$ cat config.mk
export PLATFORM = sky130hd
export DESIGN_NAME = sliding_window_base_composition
export DESIGN_NICKNAME = d
export VERILOG_FILES = /design/src/swbc_pkg.sv /design/src/swbc_ring.sv /design/src/swbc_tally.sv /design/src/sliding_window_base_composition.sv
export SDC_FILE = /design/constraint.sdc
export NUM_CORES = 2
export LEC_CHECK = 0
export BUFFER_PORTS_ARGS = -buffer_cell sky130_fd_sc_hd__buf_2
export CAP_MARGIN = 25
export CELL_PAD_IN_SITES_DETAIL_PLACEMENT = 0
export CELL_PAD_IN_SITES_GLOBAL_PLACEMENT = 2
export CORE_MARGIN = 3
export CORE_UTILIZATION = 52
export DETAILED_ROUTE_END_ITERATION = 16
export GPL_ROUTABILITY_DRIVEN = 0
export PLACE_DENSITY_LB_ADDON = 0.1
export SLEW_MARGIN = 5
export SYNTH_ARGS = -nofsm -noshare
export SYNTH_HDL_FRONTEND = slang
export SYNTH_SLANG_ARGS = --single-unit
$ cat constraint.sdc
create_clock -name clock -period 122.5 [get_ports clock]
set_input_delay 12.25 -clock clock [delete_from_list [all_inputs] [get_ports clock]]
set_output_delay 12.25 -clock clock [all_outputs]
set_load 0.02 [all_outputs]
$ cat src/swbc_pkg.sv
`timescale 1ns / 1ps

package swbc_pkg;

   localparam int SYMBOL_W = 8;
   localparam int CFG_W    = 11;
   localparam int TOTAL_W  = 32;
   localparam int CODE_W   = 3;
   localparam int LETTERS  = 4;

   localparam logic [SYMBOL_W-1:0] CHAR_A = 8'h41;
   localparam logic [SYMBOL_W-1:0] CHAR_C = 8'h43;
   localparam logic [SYMBOL_W-1:0] CHAR_G = 8'h47;
   localparam logic [SYMBOL_W-1:0] CHAR_T = 8'h54;

   localparam logic [CODE_W-1:0] CODE_A     = 3'd0;
   localparam logic [CODE_W-1:0] CODE_C     = 3'd1;
   localparam logic [CODE_W-1:0] CODE_G     = 3'd2;
   localparam logic [CODE_W-1:0] CODE_T     = 3'd3;
   localparam logic [CODE_W-1:0] CODE_OTHER = 3'd4;

   localparam int CSR_INDEX_W = 3;
   localparam logic [CSR_INDEX_W-1:0] REG_WINDOW_LENGTH = 3'd0;
   localparam logic [CSR_INDEX_W-1:0] REG_MIN_A         = 3'd1;
   localparam logic [CSR_INDEX_W-1:0] REG_MIN_C         = 3'd2;
   localparam logic [CSR_INDEX_W-1:0] REG_MIN_G         = 3'd3;
   localparam logic [CSR_INDEX_W-1:0] REG_MIN_T         = 3'd4;

   typedef logic [CODE_W-1:0] code_type;

   typedef struct packed {
      logic [SYMBOL_W-1:0] symbol;
      logic                last;
   } req_type;

   typedef struct packed {
      logic               window_full;
      logic               window_ok;
      logic [TOTAL_W-1:0] match_total;
      logic               last_out;
   } rsp_type;

   typedef struct packed {
      logic [CFG_W-1:0] window_length;
      logic [CFG_W-1:0] min_a;
      logic [CFG_W-1:0] min_c;
      logic [CFG_W-1:0] min_g;
      logic [CFG_W-1:0] min_t;
   } cfg_type;

   // second-stage control handed to the tally
   typedef struct packed {
      logic     advance;
      code_type code;
      logic     drop;
      logic     full;
      logic     last;
   } tally_ctrl_type;

   function automatic code_type encode_symbol(input logic [SYMBOL_W-1:0] sym);
      code_type c;
      case (sym)
         CHAR_A:  c = CODE_A;
         CHAR_C:  c = CODE_C;
         CHAR_G:  c = CODE_G;
         CHAR_T:  c = CODE_T;
         default: c = CODE_OTHER;
      endcase
      return c;
   endfunction

endpackage

$ cat src/swbc_ring.sv
`timescale 1ns / 1ps

module swbc_ring #(
   parameter int DEPTH  = 1024,
   parameter int ADDR_W = 10
) (
   input  logic                     clock,
   input  logic                     wr_en,
   input  logic [ADDR_W-1:0]        wr_addr,
   input  swbc_pkg::code_type       wr_data,
   input  logic                     rd_en,
   input  logic [ADDR_W-1:0]        rd_addr,
   output swbc_pkg::code_type       rd_data
);
   import swbc_pkg::*;

   code_type mem [DEPTH];
   code_type rd_data_ff;

   // read-before-write on a shared address
   always_ff @(posedge clock) begin
      if (rd_en) begin
         rd_data_ff <= mem[rd_addr];
      end
      if (wr_en) begin
         mem[wr_addr] <= wr_data;
      end
   end

   assign rd_data = rd_data_ff;

endmodule

$ cat src/swbc_tally.sv
`timescale 1ns / 1ps

module swbc_tally #(
   parameter int CNT_W = 11
) (
   input  logic                     clock,
   input  logic                     reset,
   input  swbc_pkg::tally_ctrl_type ctrl,
   input  swbc_pkg::code_type       old_code,
   input  swbc_pkg::cfg_type        cfg,
   output swbc_pkg::rsp_type        result
);
   import swbc_pkg::*;

   localparam int CMP_W = (CNT_W > CFG_W) ? CNT_W : CFG_W;

   logic [CNT_W-1:0]   counts_ff [LETTERS];
   logic [CNT_W-1:0]   counts_in [LETTERS];
   logic [CFG_W-1:0]   mins      [LETTERS];
   logic [TOTAL_W-1:0] total_ff;
   logic [TOTAL_W-1:0] total_in;
   logic               meets;

   always_comb begin
      mins[0] = cfg.min_a;
      mins[1] = cfg.min_c;
      mins[2] = cfg.min_g;
      mins[3] = cfg.min_t;
      meets = ctrl.full;
      for (int k = 0; k < LETTERS; k++) begin
         counts_in[k] = counts_ff[k];
         if (ctrl.drop && old_code == CODE_W'(k) && counts_ff[k] != '0) begin
            counts_in[k] = counts_in[k] - 1'b1;
         end
         if (ctrl.code == CODE_W'(k)) begin
            counts_in[k] = counts_in[k] + 1'b1;
         end
         if (CMP_W'(counts_in[k]) < CMP_W'(mins[k])) begin
            meets = 1'b0;
         end
      end
      total_in = (meets && total_ff != '1) ? total_ff + 1'b1 : total_ff;
      result.window_full = ctrl.full;
      result.window_ok   = meets;
      result.match_total = total_in;
      result.last_out    = ctrl.last;
   end

   always_ff @(posedge clock) begin
      if (reset) begin
         for (int k = 0; k < LETTERS; k++) begin
            counts_ff[k] <= '0;
         end
         total_ff <= '0;
      end else if (ctrl.advance) begin
         for (int k = 0; k < LETTERS; k++) begin
            counts_ff[k] <= ctrl.last ? '0 : counts_in[k];
         end
         total_ff <= ctrl.last ? '0 : total_in;
      end
   end

endmodule

$ cat src/sliding_window_base_composition.sv
`timescale 1ns / 1ps

// Sliding-window base-composition counter. One symbol transaction is taken
// per clock while rsp_ready stays high; its response passes through the
// stage-one and output registers. The history ring does its registered read
// of the oldest symbol at the accepting edge, and the letter-count update
// and qualification are registered as the stage-one entry moves on to the
// output register. With rsp_ready low, at most two transactions are held
// and req_ready drops until the response is taken. The ring sits in a single
// synchronous memory of WINDOW_MAX 3-bit entries. The fill level guarantees
// that only entries written in the current sequence are used, so there is
// no clearing pass after reset or after a last transaction. Configuration
// writes are accepted in any cycle and must only be issued while idle.

module sliding_window_base_composition #(
   parameter int WINDOW_MAX = 1024
) (
   input  logic                                  clock,
   input  logic                                  reset,
   input  logic                                  req_valid,
   output logic                                  req_ready,
   input  swbc_pkg::req_type                     req_data,
   output logic                                  rsp_valid,
   input  logic                                  rsp_ready,
   output swbc_pkg::rsp_type                     rsp_data,
   input  logic                                  csr_valid,
   output logic                                  csr_ready,
   input  logic [swbc_pkg::CSR_INDEX_W-1:0]      csr_index,
   input  logic [swbc_pkg::CFG_W-1:0]            csr_data
);
   import swbc_pkg::*;

   localparam int AW = (WINDOW_MAX > 1) ? $clog2(WINDOW_MAX) : 1;
   localparam int FW = $clog2(WINDOW_MAX + 1);
   localparam int LW = (FW > CFG_W) ? FW : CFG_W;
   localparam int IW = AW + 1;

   cfg_type         cfg_ff;
   logic [AW-1:0]   wp_ff, wp_in;
   logic [FW-1:0]   fill_ff, fill_in;
   logic [LW-1:0]   len_eff;
   logic [FW-1:0]   fill_next;
   logic [IW-1:0]   old_idx;
   logic            drop;
   code_type        new_code;
   code_type        old_code;

   logic            s1_valid_ff, s1_valid_in;
   tally_ctrl_type  s1_ff;
   tally_ctrl_type  tally_ctrl;
   rsp_type         result;
   logic            rsp_valid_ff, rsp_valid_in;
   rsp_type         rsp_data_ff;

   logic            req_fire, out_ready, s1_fire;

   assign csr_ready = 1'b1;

   always_ff @(posedge clock) begin
      if (reset) begin
         cfg_ff.window_length <= CFG_W'(1);
         cfg_ff.min_a         <= '0;
         cfg_ff.min_c         <= '0;
         cfg_ff.min_g         <= '0;
         cfg_ff.min_t         <= '0;
      end else if (csr_valid) begin
         case (csr_index)
            REG_WINDOW_LENGTH: cfg_ff.window_length <= csr_data;
            REG_MIN_A:         cfg_ff.min_a         <= csr_data;
            REG_MIN_C:         cfg_ff.min_c         <= csr_data;
            REG_MIN_G:         cfg_ff.min_g         <= csr_data;
            REG_MIN_T:         cfg_ff.min_t         <= csr_data;
            default:           ;
         endcase
      end
   end

   assign out_ready = !rsp_valid_ff || rsp_ready;
   assign s1_fire   = s1_valid_ff && out_ready;
   assign req_ready = !s1_valid_ff || out_ready;
   assign req_fire  = req_valid && req_ready;

   always_comb begin
      if (cfg_ff.window_length == '0) begin
         len_eff = LW'(1);
      end else if (LW'(cfg_ff.window_length) > LW'(WINDOW_MAX)) begin
         len_eff = LW'(WINDOW_MAX);
      end else begin
         len_eff = LW'(cfg_ff.window_length);
      end
      drop      = LW'(fill_ff) >= len_eff;
      fill_next = drop ? fill_ff : fill_ff + 1'b1;
      if (IW'(wp_ff) >= IW'(fill_ff)) begin
         old_idx = IW'(wp_ff) - IW'(fill_ff);
      end else begin
         old_idx = IW'(wp_ff) + IW'(WINDOW_MAX) - IW'(fill_ff);
      end
      new_code = encode_symbol(req_data.symbol);
      if (req_data.last) begin
         wp_in   = '0;
         fill_in = '0;
      end else begin
         wp_in   = (wp_ff == AW'(WINDOW_MAX - 1)) ? '0 : wp_ff + 1'b1;
         fill_in = fill_next;
      end
   end

   always_ff @(posedge clock) begin
      if (reset) begin
         wp_ff   <= '0;
         fill_ff <= '0;
      end else if (req_fire) begin
         wp_ff   <= wp_in;
         fill_ff <= fill_in;
      end
   end

   swbc_ring #(
      .DEPTH  (WINDOW_MAX),
      .ADDR_W (AW)
   ) u_ring (
      .clock   (clock),
      .wr_en   (req_fire),
      .wr_addr (wp_ff),
      .wr_data (new_code),
      .rd_en   (req_fire),
      .rd_addr (old_idx[AW-1:0]),
      .rd_data (old_code)
   );

   assign s1_valid_in = req_fire ? 1'b1 : (s1_fire ? 1'b0 : s1_valid_ff);

   always_ff @(posedge clock) begin
      if (reset) begin
         s1_valid_ff <= 1'b0;
      end else begin
         s1_valid_ff <= s1_valid_in;
      end
   end

   always_ff @(posedge clock) begin
      if (req_fire) begin
         s1_ff.advance <= 1'b0;
         s1_ff.code    <= new_code;
         s1_ff.drop    <= drop;
         s1_ff.full    <= LW'(fill_next) >= len_eff;
         s1_ff.last    <= req_data.last;
      end
   end

   always_comb begin
      tally_ctrl         = s1_ff;
      tally_ctrl.advance = s1_fire;
   end

   swbc_tally #(
      .CNT_W (FW)
   ) u_tally (
      .clock    (clock),
      .reset    (reset),
      .ctrl     (tally_ctrl),
      .old_code (old_code),
      .cfg      (cfg_ff),
      .result   (result)
   );

   assign rsp_valid_in = s1_fire ? 1'b1 : (rsp_ready ? 1'b0 : rsp_valid_ff);

   always_ff @(posedge clock) begin
      if (reset) begin
         rsp_valid_ff <= 1'b0;
      end else begin
         rsp_valid_ff <= rsp_valid_in;
      end
   end

   always_ff @(posedge clock) begin
      if (s1_fire) begin
         rsp_data_ff <= result;
      end
   end

   assign rsp_valid = rsp_valid_ff;
   assign rsp_data  = rsp_data_ff;

endmodule

* Word-level counts from Yosys, hierarchy flattened
Memory sizes are Yosys's and may differ from the RTL's. A register that Yosys moved wholly into a read port is not among the register bits. Cells that the tools add are included.
Storage, ports and cells: bits in registers 151, memory bits (writable) 3116, output and inout port bits 38, logic and storage cells 133, memories 2
Cells by class: $add $sub $neg 14, order comparisons 8, equal/unequal tests 16, multiplexer cells 41, bitwise operators 4, reduce and logical (&&, ||, !) cells 30
Memory list:
- u_ring.mem | words 1024, width 3, rd ports 1, clocked after memory_dff 1, wr ports 1, line swbc_ring.sv:17 | code_type mem [DEPTH];
- u_tally.counts_ff | words 4, width 11, rd ports 4, clocked after memory_dff 0, wr ports 4, line swbc_tally.sv:17 | logic [CNT_W-1:0] counts_ff [LETTERS];
Operators by type and width (number):
- 11-bit 2-to-1 mux | 20
- 32-bit 2-to-1 mux | 2
- 11-bit by 1-bit adder with 11-bit output, second input constant | 5
- 11-bit < comparator | 4
- 11-bit nonzero test | 4
- 11-bit by 1-bit subtractor with 11-bit output, second input constant | 4
- 32-bit by 1-bit adder with 32-bit output, second input constant | 1
- 8-bit by 7-bit equality test with 1-bit output, second input constant | 4
- 32-bit != test, second input constant | 1
- 10-bit 2-to-1 mux | 3
- 11-bit greater-or-equal comparator | 2
- 10-bit by 1-bit adder with 10-bit output, second input constant | 2
- 10-bit subtractor | 2
- 3-bit by 2-bit equality test with 1-bit output, second input constant | 6
- 1-bit 2-to-1 mux | 15
- 3-bit case mux with 4 select lines | 1
- 10-bit by 11-bit greater-or-equal comparator with 1-bit output | 1
- 11-bit > comparator, second input constant | 1
- 1-bit logical AND | 11
- 11-bit zero test | 1
- 10-bit equality test, second input constant | 1
- 2-bit AND reduction | 5
- 3-bit by 1-bit equality test with 1-bit output, second input constant | 3
- 3-bit zero test | 3
- other kinds (5) | 11

* Depth between registers and ports, before layout
depth after elaboration 14, gate-level depth with buffers 29

* Hierarchy
Synthesis repeated with hierarchy kept, for this count alone.
Second synthesis, totals: cells, all modules 8013, area total of the unflattened synthesis 136480.9 µm²
By module, submodules not included:
- swbc_ring | times used 1, cells each 6544, area an instance 123732.4 µm², seq. area each 92338.6 µm²
- swbc_tally | times used 1, cells each 874, area an instance 7216.9 µm², seq. area each 1961.9 µm²
- sliding_window_base_composition | times used 1, cells each 595, area an instance 5531.6 µm², seq. area each 2792.7 µm²

* Worst setup path before layout
No wires, ideal clock.
kind input port to flip-flop, start input port req_data[2] in the netlist's numbering, end register s1_ff[5] in the netlist's numbering, data pin, setup time 8.140 ns, arrival 51.912 ns, required time 114.360 ns, setup slack 62.448 ns, stages 3, path buffers 0, path through nand2b_1 -> nor3b_1 -> o21ai_0
Between the ends: cells in the longest elaborated chain, start to end 2, elaborated cells on any way between the ends 5, classes of those cells 4 x eq/ne; 1 x mux
RTL lines:
- from (decl) | line sliding_window_base_composition.sv:22 | input swbc_pkg::req_type req_data,
- 8-bit by 7-bit equality test with 1-bit output | line swbc_pkg.sv:62 | case (sym)
- 3-bit case mux with 4 select lines * | line swbc_pkg.sv:62
- net new_code[2] | line sliding_window_base_composition.sv:45 | code_type new_code;
- to (decl) | line sliding_window_base_composition.sv:49 | tally_ctrl_type s1_ff;
Mark *: on every way through the listed nets, which the timed path passes. The rest lies on a longest branch. A chain may end at the register's enable or synchronous reset.

* Worst setup path in the final report
start input port rsp_ready, end output port req_ready
Between the ends: cells in the longest elaborated chain, start to end 2
RTL lines:
- from (decl) | line sliding_window_base_composition.sv:24 | input logic rsp_ready,
- 1-bit logical OR | line sliding_window_base_composition.sv:78 | assign out_ready = !rsp_valid_ff || rsp_ready;
- 1-bit logical OR | line sliding_window_base_composition.sv:80 | assign req_ready = !s1_valid_ff || out_ready;
- to (decl) | line sliding_window_base_composition.sv:21 | output logic req_ready,
No other way between the ends.

==> out/metrics.cfg <==
[power]
power.total_uw=2420
intPower_uw=1890
ir_drop_v=0.0000128
pwr_density_cell_nw_per_um2=16.1
clkPwrFrac=0.427
p_sw_uw=529
p_leak_uw=0.0456
p_comb_frac=0.071
swShare=0.218
seqPwrFrac=0.502

[yosys]
avgSynthCellArea_um2=17.7
yosysWarnings=0
synth_area_leaders=edfxtp_1, mux4_2, nor2_1
yosysSeqAreaShare=0.722
yosysTopAreaCell=edfxtp_1
synth-edff-count=3160
yosysUniqueCellTypes=74
synth_top_area_frac=0.705
netlist_instances=7618
synth_seq_cells=3270
syn_area_um2=135000
synth.net_count=7734
synth_ff_type=edfxtp_1
synthArstFlopShare=0

[timing]
rsz0062_at_grt=no
setup_viol=0
finalCriticalPeriod_ns=25.13
slew_headroom=0.185
worstMarginPinSlew_ns=1.22
final_max_slew_viol_count=0
tns_ns=0
period_share=0.205
fmax_ghz=0.0398
finalClockSkew_ns=0.0575
hold_viol=0

[job]
maxCapViolations=0

[routing]
via_per_inst=6.20
drc_errors=0
drt-initial-drc-count=7782
finalWirelength_um=345000
wl_per_cell_um=30.4
via_count=70300
drtAntennaViolNets=0
first_pass_iters=6

[clock_network]
clk_latency_ns=0.88
path_clk_slew_ns=0.06
ctsHtreeMaxLevel=5
cts_buffers=343
hold_buffers=0
cts_setup_buffers=0
clock-sinks=3270
cts.path.max_buffers=4
cts_resized=0
cts-root-buf=clkbuf_16
cts_tree=built

[setup_path]
r2r-end=u_ring.rd_data[1]
regToRegSetupSlack_ns=114.98
cp_max_fo=4
endpoint_kind=primary output
cp.required_ns=110.25
max_stage_delay_ns=0.23
arrival_ns=12.88
critPathBufInv=2
critPathTopFamily=simple AND/OR/NAND/NOR gates
crit_slowest_cell=nor2b_1
cpMostUsedCell=buf_2
r2r-start=wp_ff[0]
start_kind=primary input
crit_type=primary input to primary output
worstPathCellList=buf_2 -> nor2b_1 -> nand2_1 -> buf_2
reg2reg_depth=16

[cells_and_area]
synthToLayoutAreaGrowth_pct=11.7
post-route-util=0.584
instances_no_fill=11300
final_nets=7796
n_fill_cell=19100
drive_gt1_frac=0.218

[grt]
grt_pass1_wl_um=505000
grt.total_usage=0.262
grt_max_degree=195
grt_overflow_total=0
antenna_found_initial=8
grt_pass1_vias=72100

[floorplan]
core_um2=257000
die_x_um=515
initial_core_util=0.523
num_rows=186
die-height_um=515
io_pins=66
die-area_um2=265000

[worst_hold_path]
worstHoldStart=cfg_ff[18]
min_to=cfg_ff[18]
hold_class=register to register
whs_path_depth=2

[placed_design]
placed_cells_incl_taps=10700
io_buffers=64
hpwl_um=201000

[run_status]
status=completed

-- through the flow --
stage | setup WS (ns) | cell area (um^2) | hold WS, ns
floorplan | 62.45 | 135000 | 0.420
global placement | 97.33 | 139000 | 0.443
detailed placement | 97.37 | 139000 | 0.447
CTS | 97.36 | 150000 | 0.455
global route | 97.32 | 150000 | 0.477
finish | 97.37 | 150000 | 0.454
-- worst min-delay path: stages (launching register included) --
cell and delay (ns):
dfxtp_1 0.31, nand2_1 0.05, a21oi_1 0.05
-- cell families (layout without fill, tap and decap cells) --
group,Yosys count,after routing,synth area share
compound gates,403,403,0.0192
xor+xnor,136,136,0.00911
fa+ha+maj,88,88,0.00824
buf+inv,615,944,0.0178
flops,3270,3270,0.722
mux,992,992,0.157
other cells,1,4,0.0000279
simple gates,2113,2113,0.0670
-- power groups by stage --
stage / clock (uW) / sequential (uW) / combinational (uW)
6_report: 1030 / 1220 / 172
5_1_grt: 1100 / 1220 / 183
4_1_cts: 1050 / 1220 / 174
3_5_place_dp: 0 / 1240 / 173
3_3_place_gp: 0 / 1240 / 173
2_1_floorplan: 0 / 1240 / 118
-- synthesized netlist by cell type, types with 21 or more instances --
master,number
nand2_1,502
nor3_1,38
a31oi_1,48
ha_1,87
xor2_1,49
xnor2_1,84
clkbuf_1,406
edfxtp_1,3160
nor2b_1,21
mux4_2,894
inv_1,74
and2_1,51
dfxtp_1,110
a21oi_1,121
buf_2,54
and3_1,44
a32oi_1,23
o21ai_0,71
nand3_1,125
nand4_1,48
buf_1,75
nor2_1,1152
a21o_1,22
mux2i_1,87
-- layer usage --
metal / wire (um) / vias up / share of wire / GRT usage
li1: - / 30100 / - / -
met5: 0 / - / 0 / 0
met1: 139000 / 37100 / 0.40 / 0.368
met2: 171000 / 2602 / 0.49 / 0.430
met3: 24300 / 492 / 0.070 / 0.0355
met4: 10900 / 0 / 0.032 / 0.0800
-- worst max path at each step --
| stage | startpoint | end | slack (ns) | cells after the start |
|---|---|---|---|---|
| 6_report | rsp_ready | req_ready | 97.37 | 4 |
| 5_1_grt | rsp_ready | req_ready | 97.32 | 4 |
| 4_1_cts | rsp_ready | req_ready | 97.36 | 4 |
| 3_5_place_dp | rsp_ready | req_ready | 97.37 | 4 |
| 3_3_place_gp | rsp_ready | req_ready | 97.33 | 4 |
| 2_1_floorplan | req_data[2] | s1_ff[5] | 62.45 | 3 |
-- final cells by class --
cell class,count,area (um^2),area share
timing repair buffer,256,1980,0.0132
inverter,76,285,0.00190
sequential,3270,97100,0.646
multi-input combinational,3733,35600,0.237
clock buffer,424,9140,0.0608
antenna,3,7.51,0.0000500
clock inverter,188,1980,0.0132
tap,3384,4230,0.0282
-- cells in the final DEF (no fill, tap or decap), types with 70 or more instances in the layout --
master	count
clkinv_2	72
edfxtp_1	3160
dfxtp_1	110
xnor2_1	80
nand2_1	501
ha_1	86
clkbuf_16	353
nor2_1	1148
mux2i_1	87
inv_1	73
mux4_2	894
nand3_1	105
a21oi_1	121
o21ai_0	70
buf_4	173
-- flip-flops by register name (all words and copies together) (netlist names) --
register / cells
cfg_ff: 55
fill_ff: 11
rsp_data: 35
rsp_valid: 1
s1_ff: 6
s1_valid_ff: 1
u_ring.mem: 3072
u_ring.rd_data: 3
u_tally.counts_ff: 44
u_tally.total_ff: 32
wp_ff: 10
Power figures use the tool's default switching activity.
